**src/rtl/core/fbm_pkg.sv**
```systemverilog
// fbm_pkg: shared types, constants and table functions for the fractal noise core.
// Depends on nothing; used by fbm_cell, fbm_div and fbm_perlin_noise_2d.
package fbm_pkg;

    // Fixed widths of the datapath
    localparam int COORD_W = 32;
    localparam int FREQ_W  = 32;
    localparam int SUM_W   = 58;
    localparam int TOT_W   = 37;
    localparam int CNT_W   = 5;
    localparam int QUO_W   = 18;
    localparam int DEN_W   = TOT_W + 2;
    localparam int NOISE_W = 16;

    // Q16.16 one, used for initial frequency and amplitude
    localparam logic [FREQ_W-1:0] Q16_ONE = 32'h0001_0000;

    // Fade polynomial coefficients
    localparam logic [37:0] FADE_K6  = 38'd6;
    localparam logic [37:0] FADE_K15 = 38'd15;
    localparam logic [37:0] FADE_K10 = 38'd10 << 32;

    // Gradient hash selectors
    localparam logic [3:0] GRAD_SEL_U = 4'd8;
    localparam logic [3:0] GRAD_SEL_V = 4'd4;
    localparam logic [3:0] GRAD_H_A   = 4'd12;
    localparam logic [3:0] GRAD_H_B   = 4'd14;

    // Register indexes of the configuration port
    localparam logic [1:0] REG_OCTAVES = 2'd0;
    localparam logic [1:0] REG_GAIN    = 2'd1;
    localparam logic [1:0] REG_LACUN   = 2'd2;

    // Output saturation bounds
    localparam logic [QUO_W-1:0] SAT_POS = 18'd32767;
    localparam logic [QUO_W-1:0] SAT_NEG = 18'd32768;

    // Point plus running accumulation, passed from cell to cell
    typedef struct packed {
        logic signed [COORD_W-1:0] cx;
        logic signed [COORD_W-1:0] cy;
        logic [FREQ_W-1:0]         freq;
        logic [FREQ_W-1:0]         amp;
        logic [FREQ_W-1:0]         amp_nx;
        logic signed [SUM_W-1:0]   sum;
        logic [TOT_W-1:0]          total;
    } t_point;

    // Classic improved-noise permutation
    localparam logic [7:0] PERM_TBL [0:255] = '{
        8'd151,8'd160,8'd137,8'd91,8'd90,8'd15,8'd131,8'd13,
        8'd201,8'd95,8'd96,8'd53,8'd194,8'd233,8'd7,8'd225,
        8'd140,8'd36,8'd103,8'd30,8'd69,8'd142,8'd8,8'd99,
        8'd37,8'd240,8'd21,8'd10,8'd23,8'd190,8'd6,8'd148,
        8'd247,8'd120,8'd234,8'd75,8'd0,8'd26,8'd197,8'd62,
        8'd94,8'd252,8'd219,8'd203,8'd117,8'd35,8'd11,8'd32,
        8'd57,8'd177,8'd33,8'd88,8'd237,8'd149,8'd56,8'd87,
        8'd174,8'd20,8'd125,8'd136,8'd171,8'd168,8'd68,8'd175,
        8'd74,8'd165,8'd71,8'd134,8'd139,8'd48,8'd27,8'd166,
        8'd77,8'd146,8'd158,8'd231,8'd83,8'd111,8'd229,8'd122,
        8'd60,8'd211,8'd133,8'd230,8'd220,8'd105,8'd92,8'd41,
        8'd55,8'd46,8'd245,8'd40,8'd244,8'd102,8'd143,8'd54,
        8'd65,8'd25,8'd63,8'd161,8'd1,8'd216,8'd80,8'd73,
        8'd209,8'd76,8'd132,8'd187,8'd208,8'd89,8'd18,8'd169,
        8'd200,8'd196,8'd135,8'd130,8'd116,8'd188,8'd159,8'd86,
        8'd164,8'd100,8'd109,8'd198,8'd173,8'd186,8'd3,8'd64,
        8'd52,8'd217,8'd226,8'd250,8'd124,8'd123,8'd5,8'd202,
        8'd38,8'd147,8'd118,8'd126,8'd255,8'd82,8'd85,8'd212,
        8'd207,8'd206,8'd59,8'd227,8'd47,8'd16,8'd58,8'd17,
        8'd182,8'd189,8'd28,8'd42,8'd223,8'd183,8'd170,8'd213,
        8'd119,8'd248,8'd152,8'd2,8'd44,8'd154,8'd163,8'd70,
        8'd221,8'd153,8'd101,8'd155,8'd167,8'd43,8'd172,8'd9,
        8'd129,8'd22,8'd39,8'd253,8'd19,8'd98,8'd108,8'd110,
        8'd79,8'd113,8'd224,8'd232,8'd178,8'd185,8'd112,8'd104,
        8'd218,8'd246,8'd97,8'd228,8'd251,8'd34,8'd242,8'd193,
        8'd238,8'd210,8'd144,8'd12,8'd191,8'd179,8'd162,8'd241,
        8'd81,8'd51,8'd145,8'd235,8'd249,8'd14,8'd239,8'd107,
        8'd49,8'd192,8'd214,8'd31,8'd181,8'd199,8'd106,8'd157,
        8'd184,8'd84,8'd204,8'd176,8'd115,8'd121,8'd50,8'd45,
        8'd127,8'd4,8'd150,8'd254,8'd138,8'd236,8'd205,8'd93,
        8'd222,8'd114,8'd67,8'd29,8'd24,8'd72,8'd243,8'd141,
        8'd128,8'd195,8'd78,8'd66,8'd215,8'd61,8'd156,8'd180
    };

    function automatic logic [7:0] perm_at(input logic [7:0] idx);
        return PERM_TBL[idx];
    endfunction

    // Gradient dot product for one corner, Q16 inputs
    function automatic logic signed [18:0] grad(
        input logic [3:0]         h,
        input logic signed [17:0] x,
        input logic signed [17:0] y
    );
        logic signed [18:0] gu;
        logic signed [18:0] gv;
        gu = (h < GRAD_SEL_U) ? 19'(x) : 19'(y);
        if (h < GRAD_SEL_V) begin
            gv = 19'(y);
        end else if (h == GRAD_H_A || h == GRAD_H_B) begin
            gv = 19'(x);
        end else begin
            gv = '0;
        end
        return (h[0] ? -gu : gu) + (h[1] ? -gv : gv);
    endfunction

endpackage

```
**src/rtl/core/fbm_div.sv**
```systemverilog
// fbm_div: pipelined restoring divider, sum / (4 * total), one quotient bit per stage,
// truncated toward zero and saturated to Q2.14. Depends on fbm_pkg.
module fbm_div (
    input  logic                             i_clk,
    input  logic                             i_rst_n,
    input  logic                             i_en,
    input  logic                             i_vld,
    input  logic signed [fbm_pkg::SUM_W-1:0] i_sum,
    input  logic [fbm_pkg::TOT_W-1:0]        i_total,
    output logic                             o_vld,
    output logic signed [15:0]               o_noise
);

    localparam int QW = fbm_pkg::QUO_W;
    localparam int RW = fbm_pkg::SUM_W;
    localparam int DW = fbm_pkg::DEN_W;

    logic [QW:0]    r_vld;
    logic [RW-1:0]  r_rem  [0:QW];
    logic [QW-1:0]  r_quo  [0:QW];
    logic [DW-1:0]  r_den  [0:QW];
    logic           r_neg  [0:QW];
    logic           r_zero [0:QW];

    // valid shift line
    always_ff @(posedge i_clk) begin
        if (!i_rst_n) begin
            r_vld <= '0;
        end else if (i_en) begin
            r_vld <= {r_vld[QW-1:0], i_vld};
        end
    end

    // load: magnitude of the sum and the denominator
    always_ff @(posedge i_clk) begin
        if (i_en) begin
            r_rem[0]  <= i_sum[RW-1] ? RW'(-i_sum) : RW'(i_sum);
            r_quo[0]  <= '0;
            r_den[0]  <= {i_total, 2'b00};
            r_neg[0]  <= i_sum[RW-1];
            r_zero[0] <= (i_total == '0);
        end
    end

    // one quotient bit per stage, most significant first
    for (genvar j = 0; j < QW; j++) begin : g_step
        localparam int K = QW - 1 - j;
        logic [RW-1:0] w_dsh;
        logic          w_ge;
        assign w_dsh = RW'(r_den[j]) << K;
        assign w_ge  = (r_rem[j] >= w_dsh);

        always_ff @(posedge i_clk) begin
            if (i_en) begin
                r_rem[j+1]  <= w_ge ? (r_rem[j] - w_dsh) : r_rem[j];
                r_quo[j+1]  <= r_quo[j] | (QW'(w_ge) << K);
                r_den[j+1]  <= r_den[j];
                r_neg[j+1]  <= r_neg[j];
                r_zero[j+1] <= r_zero[j];
            end
        end
    end

    // sign and saturation
    logic [QW-1:0] w_q;
    assign w_q = r_quo[QW];

    always_comb begin
        if (r_zero[QW]) begin
            o_noise = '0;
        end else if (r_neg[QW]) begin
            o_noise = (w_q >= fbm_pkg::SAT_NEG) ? 16'sh8000 : -$signed(w_q[15:0]);
        end else begin
            o_noise = (w_q >= fbm_pkg::SAT_POS) ? 16'sh7fff : $signed(w_q[15:0]);
        end
    end

    assign o_vld = r_vld[QW];

endmodule

```
**config.mk**
```make
export PLATFORM = sky130hd
export DESIGN_NAME = fbm_div
export DESIGN_NICKNAME = d
export VERILOG_FILES = /design/src/rtl/core/fbm_pkg.sv /design/src/rtl/core/fbm_div.sv
export SDC_FILE = /design/constraint.sdc
export NUM_CORES = 2
export LEC_CHECK = 0
export BUFFER_PORTS_ARGS = -buffer_cell sky130_fd_sc_hd__buf_2
export CAP_MARGIN = 10
export CORE_UTILIZATION = 40
export CTS_CLUSTER_DIAMETER = 50
export DETAILED_ROUTE_END_ITERATION = 12
export PLACE_DENSITY = 0.57
export SYNTH_ARGS = -nofsm -noshare
export SYNTH_HDL_FRONTEND = slang
export SYNTH_SLANG_ARGS = --single-unit
```
**constraint.sdc**
```tcl
create_clock -name i_clk -period 9.5 [get_ports i_clk]
set_clock_uncertainty 0.05 [all_clocks]
set_input_delay 0.475 -clock i_clk [delete_from_list [all_inputs] [get_ports i_clk]]
set_output_delay 0.475 -clock i_clk [all_outputs]
set_load 0.02 [all_outputs]
```
* Word-level counts from Yosys, hierarchy flattened
Memories as Yosys holds them, arrays and structs flattened.
Cells that the tools add are included.
** Operators by class
- Reductions and logical operators :: 1
- Shifts and indexed selects :: 0
- Magnitude comparators :: 20
- $mul :: 0
- Equal/unequal tests :: 0
- Add/subtract/negate cells :: 20
- Div/mod/pow operators :: 0
- Bitwise gates (word level) :: 18
- Mux-type cells :: 25
** Operator list (number)
- $mux 58 :: 19
- $mux 16 :: 4
- $ge 58x39->1 :: 1
- $ge 58x40->1 :: 1
- $ge 58x41->1 :: 1
- $ge 58x42->1 :: 1
- $ge 58x43->1 :: 1
- $ge 58x44->1 :: 1
- $ge 58x45->1 :: 1
- $ge 58x46->1 :: 1
- $ge 58x47->1 :: 1
- $ge 58x48->1 :: 1
- $ge 58x49->1 :: 1
- $ge 58x50->1 :: 1
- $ge 58x51->1 :: 1
- $ge 58x52->1 :: 1
- $ge 58x53->1 :: 1
- $ge 58x54->1 :: 1
- $ge 58x55->1 :: 1
- $ge 58x56->1 :: 1
- $neg 58->58 :: 1
- $sub 58x39->58 :: 1
- $sub 58x40->58 :: 1
- $sub 58x41->58 :: 1
- other kinds (38) :: 39
** Storage, ports and cells
- Memory bits (writable) :: 2223
- Flip-flop bits (word level) :: 19
- Memory bits (read-only) :: 0
- Word-level logic and storage cells :: 90
- Bits of input ports :: 99
- Latch bits :: 0
- Memories kept :: 5
** Memory list
- r_rem :: depth 19, bits a word 58, rd ports 18, clocked after memory_dff 0, write ports 19, RTL line fbm_div.sv:19 : logic [RW-1:0] r_rem [0:QW];
- r_den :: depth 19, bits a word 39, rd ports 18, clocked after memory_dff 0, write ports 19, RTL line fbm_div.sv:21 : logic [DW-1:0] r_den [0:QW];
- r_quo :: depth 19, bits a word 18, rd ports 19, clocked after memory_dff 0, write ports 19, RTL line fbm_div.sv:20 : logic [QW-1:0] r_quo [0:QW];
- r_neg :: depth 19, bits a word 1, rd ports 19, clocked after memory_dff 0, write ports 19, RTL line fbm_div.sv:22 : logic r_neg [0:QW];
- r_zero :: depth 19, bits a word 1, rd ports 19, clocked after memory_dff 0, write ports 19, RTL line fbm_div.sv:23 : logic r_zero [0:QW];

* Depth between registers and ports, before layout
An unclocked memory read counts as a cell.
- Depth in word-level cells :: 5
- Mapped depth :: 16

* Worst setup path before layout
OpenSTA, ideal clock, no wires.
- Kind :: register to register
- Start point :: memory r_rem[1][18] (netlist bit)
- End point :: memory r_rem[2][18] (netlist bit) (data pin)
- Slack :: 5.705 ns
- Arrival time :: 3.478 ns
- Stages on the path, launching flop included :: 15
- Clock period less this slack :: 3.795 ns
- Cell sequence :: edfxtp_1 -> inv_1 -> ha_1 -> inv_1 -> fa_1 -> a21o_1 -> a21oi_1 -> o21ai_0 -> a2111oi_0 -> o311a_1 -> o211ai_1 -> a21oi_2 -> buf_2 -> buf_1 -> o21ai_0
** RTL lines (RTL line)
- start, declared :: fbm_div.sv:19

==> out/results.ini <==
[logic_synthesis]
syn_inst=9996
synth_area_um2=109000
synthAdderAreaFrac_pct=8.01
async_reset_ff_share_pct=0
synth_top_family_by_area=compound AO/OA/AOI/OAI gates
synthMuxAreaShare_pct=1.70
synth-main-ff-cell=edfxtp_1
synth_nets=10781
synthSimpleGateAreaFrac_pct=11.6
synth_area_leaders=edfxtp_1, ha_1, a21oi_1
synth_xor_area_share_pct=6.20
ys_types=93
synth_seq_area_share_pct=53.3
synth.largest_area_cell=edfxtp_1
synth-compound-area-share_pct=15.1
synth_top_cell_area_share_pct=53.0
syn_area_per_cell_um2=10.9
synth_edf_count=1919
ys_seq_elements=1938
yosys_warnings=0

[final_layout]
area_delta_synth_final_pct=13.8
multi_input_area_um2=46500
fin_nets=11047
drive_gt1_share_pct=8.22
fillCellCount=24772
final_core_util_pct=45.7
seq_area_um2=58000

[detailed_routing]
avgRoutedWirePerCell_um=21.5
wl_um=303000
dr.first_iter.drc_count=5444
dr.max_layer_used=met5
vias=77274
drc=0
first_pass_iters=6
vias_per_cell=5.49
routed-wl-met2_um=161000
drt.antenna.violating_nets=0
wl_met3_um=10200
wl_met1_um=118000

[timing]
final.setup.tns_ns=0
grt_setup_unrepaired=false
fin_crit_sh_pct=57.9
hold_violations=0
drv_slew=0
slew_headroom_pct=12.8
fmaxAchievable_mhz=182
tightest_slew_ns=1.30
whs_ns=0.283
setup_viol=0
period_minus_slack_ns=5.50

[placed_design]
dp_hpwl_um=235000
numPortBuffers=115
gp_congestion=0.941

[clocking]
cts.sinks=1938
clkTransAtPathRegs_ns=0.06
cts_root_buffer=clkbuf_16
cts_buffers=275
clk_latency_ns=0.84
clk_path_buf_depth=4
cts_tree=yes
htree_levels=5
post_cts_buffers=0

[critical_path]
crit_path_start_kind=flop
critPathBufInv=5
max_stage_delay_ns=0.50
worstPathArrival_ns=6.05
endpoint_kind=flop
critPathKind=flop to flop
crit_required_ns=10.04
crit_chain=inv_1 -> ha_1 -> and3_1 -> o21ai_0 -> a21oi_1 -> nor2_1 -> o21ai_1 -> a31oi_1 -> o31ai_1 -> buf_4 -> a21oi_1 -> buf_4 -> inv_2 -> buf_4 -> mux2_2
cpMaxStageDelayCell=and3_1
path_delay_family=compound AO/OA/AOI/OAI gates
path_common_cell=buf_4
critPathMaxFanout=38

[floorplan]
die_y_um=524
initial_core_util_pct=40.2
die_width_um=524
die_area_um2=274000
row_count=191
core_um2=271000
io_pins=116

[global_route]
antenna_found_initial=14
grt_pass1_vias=77573
grt_max_degree=189
grt-ovfl-total=0
grt_first_pass_wirelength_um=458000
grt_usage_pct=21.7

[hold_path]
hp-class=input port to flop

[power_and_ir_drop]
p_per_area_nw_per_um2=317
vdd_drop_max_v=0.000151
p_leak_nw=48.2
p_total_mw=39.3

[run]
drv_cap=0

[run_status]
status=complete, no violations

==> flip-flops by register name (all words and copies together), names as in the netlist <==
| signal | flops |
|---|---|
| r_den | 666 |
| r_neg | 19 |
| r_quo | 171 |
| r_rem | 1044 |
| r_vld | 19 |
| r_zero | 19 |
==> area by class of cell <==
type / count / share of cell area, %
inverter: 867 / 2.63
tap: 3570 / 3.61
clock inverter: 181 / 1.51
multi-input combinational: 6882 / 37.6
clock buffer: 308 / 5.81
antenna: 29 / 0.0586
timing repair buffer: 298 / 1.91
sequential: 1938 / 46.9
==> worst paths after layout <==
kind	start	end	slack [ns]	cells after the start
worst max-delay path	r_den[14][5]	r_rem[15][8]	4.00	15
worst min register to register	r_quo[7][15]	r_quo[8][15]	0.36	0
worst min-delay path	i_en	r_rem[6][46]	0.28	1
worst max register to register	r_den[14][5]	r_rem[15][8]	4.00	15
==> power breakdown <==
part	total, mW	internal (mW)	leakage, nW	switching (mW)
Clock	10.1	6.14	4.37	3.99
Sequential	13.7	12.2	18.7	1.45
Combinational	15.5	6.31	25.1	9.15
Total	39.3	24.7	48.2	14.6
==> routing by layer <==
metal	global-route usage, %	vias to the layer above
li1	-	37503
met1	23.9	37434
met2	41.2	1747
met3	2.50	588
met4	9.96	2
met5	0	-
==> logic make-up after synthesis <==
kind of cell / Yosys count
AOI/OAI and AO/OA: 2653
xor gates and xnor gates: 770
adders and majority gates: 686
buffers and inverters: 1176
DFF: 1938
muxes: 167
and+or+nand+nor: 2606
==> Yosys cell counts (82+ instances only) <==
cell type / number
xor2_1: 290
nor4_1: 131
xnor2_1: 480
nor3_1: 157
o21a_1: 86
inv_1: 863
nor2_1: 674
edfxtp_1: 1919
clkbuf_1: 275
o21bai_1: 107
nand2b_1: 82
nand2_1: 768
a21oi_1: 893
a31oi_1: 87
ha_1: 669
nor2b_1: 102
nand3_1: 167
o21ai_0: 602
nand4_1: 186
mux2_2: 139
a21o_1: 382
==> timing repair <==
action / in CTS / in global routing
hold buffers: 117 / 0
endpoints found under the hold margin: 115 / 0
gates resized for setup: 0 / 0
==> layout by cell type, fill, tap and decap left out, types with 26 or more instances in the layout <==
cell type / count
nand2b_1: 82
nand2_1: 766
and2_1: 36
mux2_2: 139
clkbuf_16: 283
o31ai_1: 64
nand3_1: 167
diode_2: 29
o211ai_1: 38
inv_6: 33
a211oi_1: 76
ha_1: 669
nor3_1: 157
o21ai_0: 602
clkinv_1: 40
buf_2: 115
nor4_1: 126
inv_1: 862
nor2_1: 674
nand4_1: 186
or3_1: 44
a31oi_1: 86
buf_4: 55
xor2_1: 290
or2_2: 41
a21oi_1: 890
clkinvlp_4: 26
dlygate4sd3_1: 117
a21o_1: 381
xnor2_1: 480
mux2i_1: 28
o21a_1: 86
clkinv_2: 27
o21bai_1: 107
edfxtp_1: 1919
and3_1: 76
nor2b_1: 102
or4_1: 35
==> per-stage QoR <==
stage	cells	cell area (um^2)	setup WS [ns]
floorplan	9996	109000	5.70
global placement	13433	113000	3.95
detailed placement	13437	113000	4.04
CTS	14043	124000	4.02
global route	14070	124000	3.83
finish	14073	124000	4.00
Note: power is estimated with default switching activity, not from simulation.
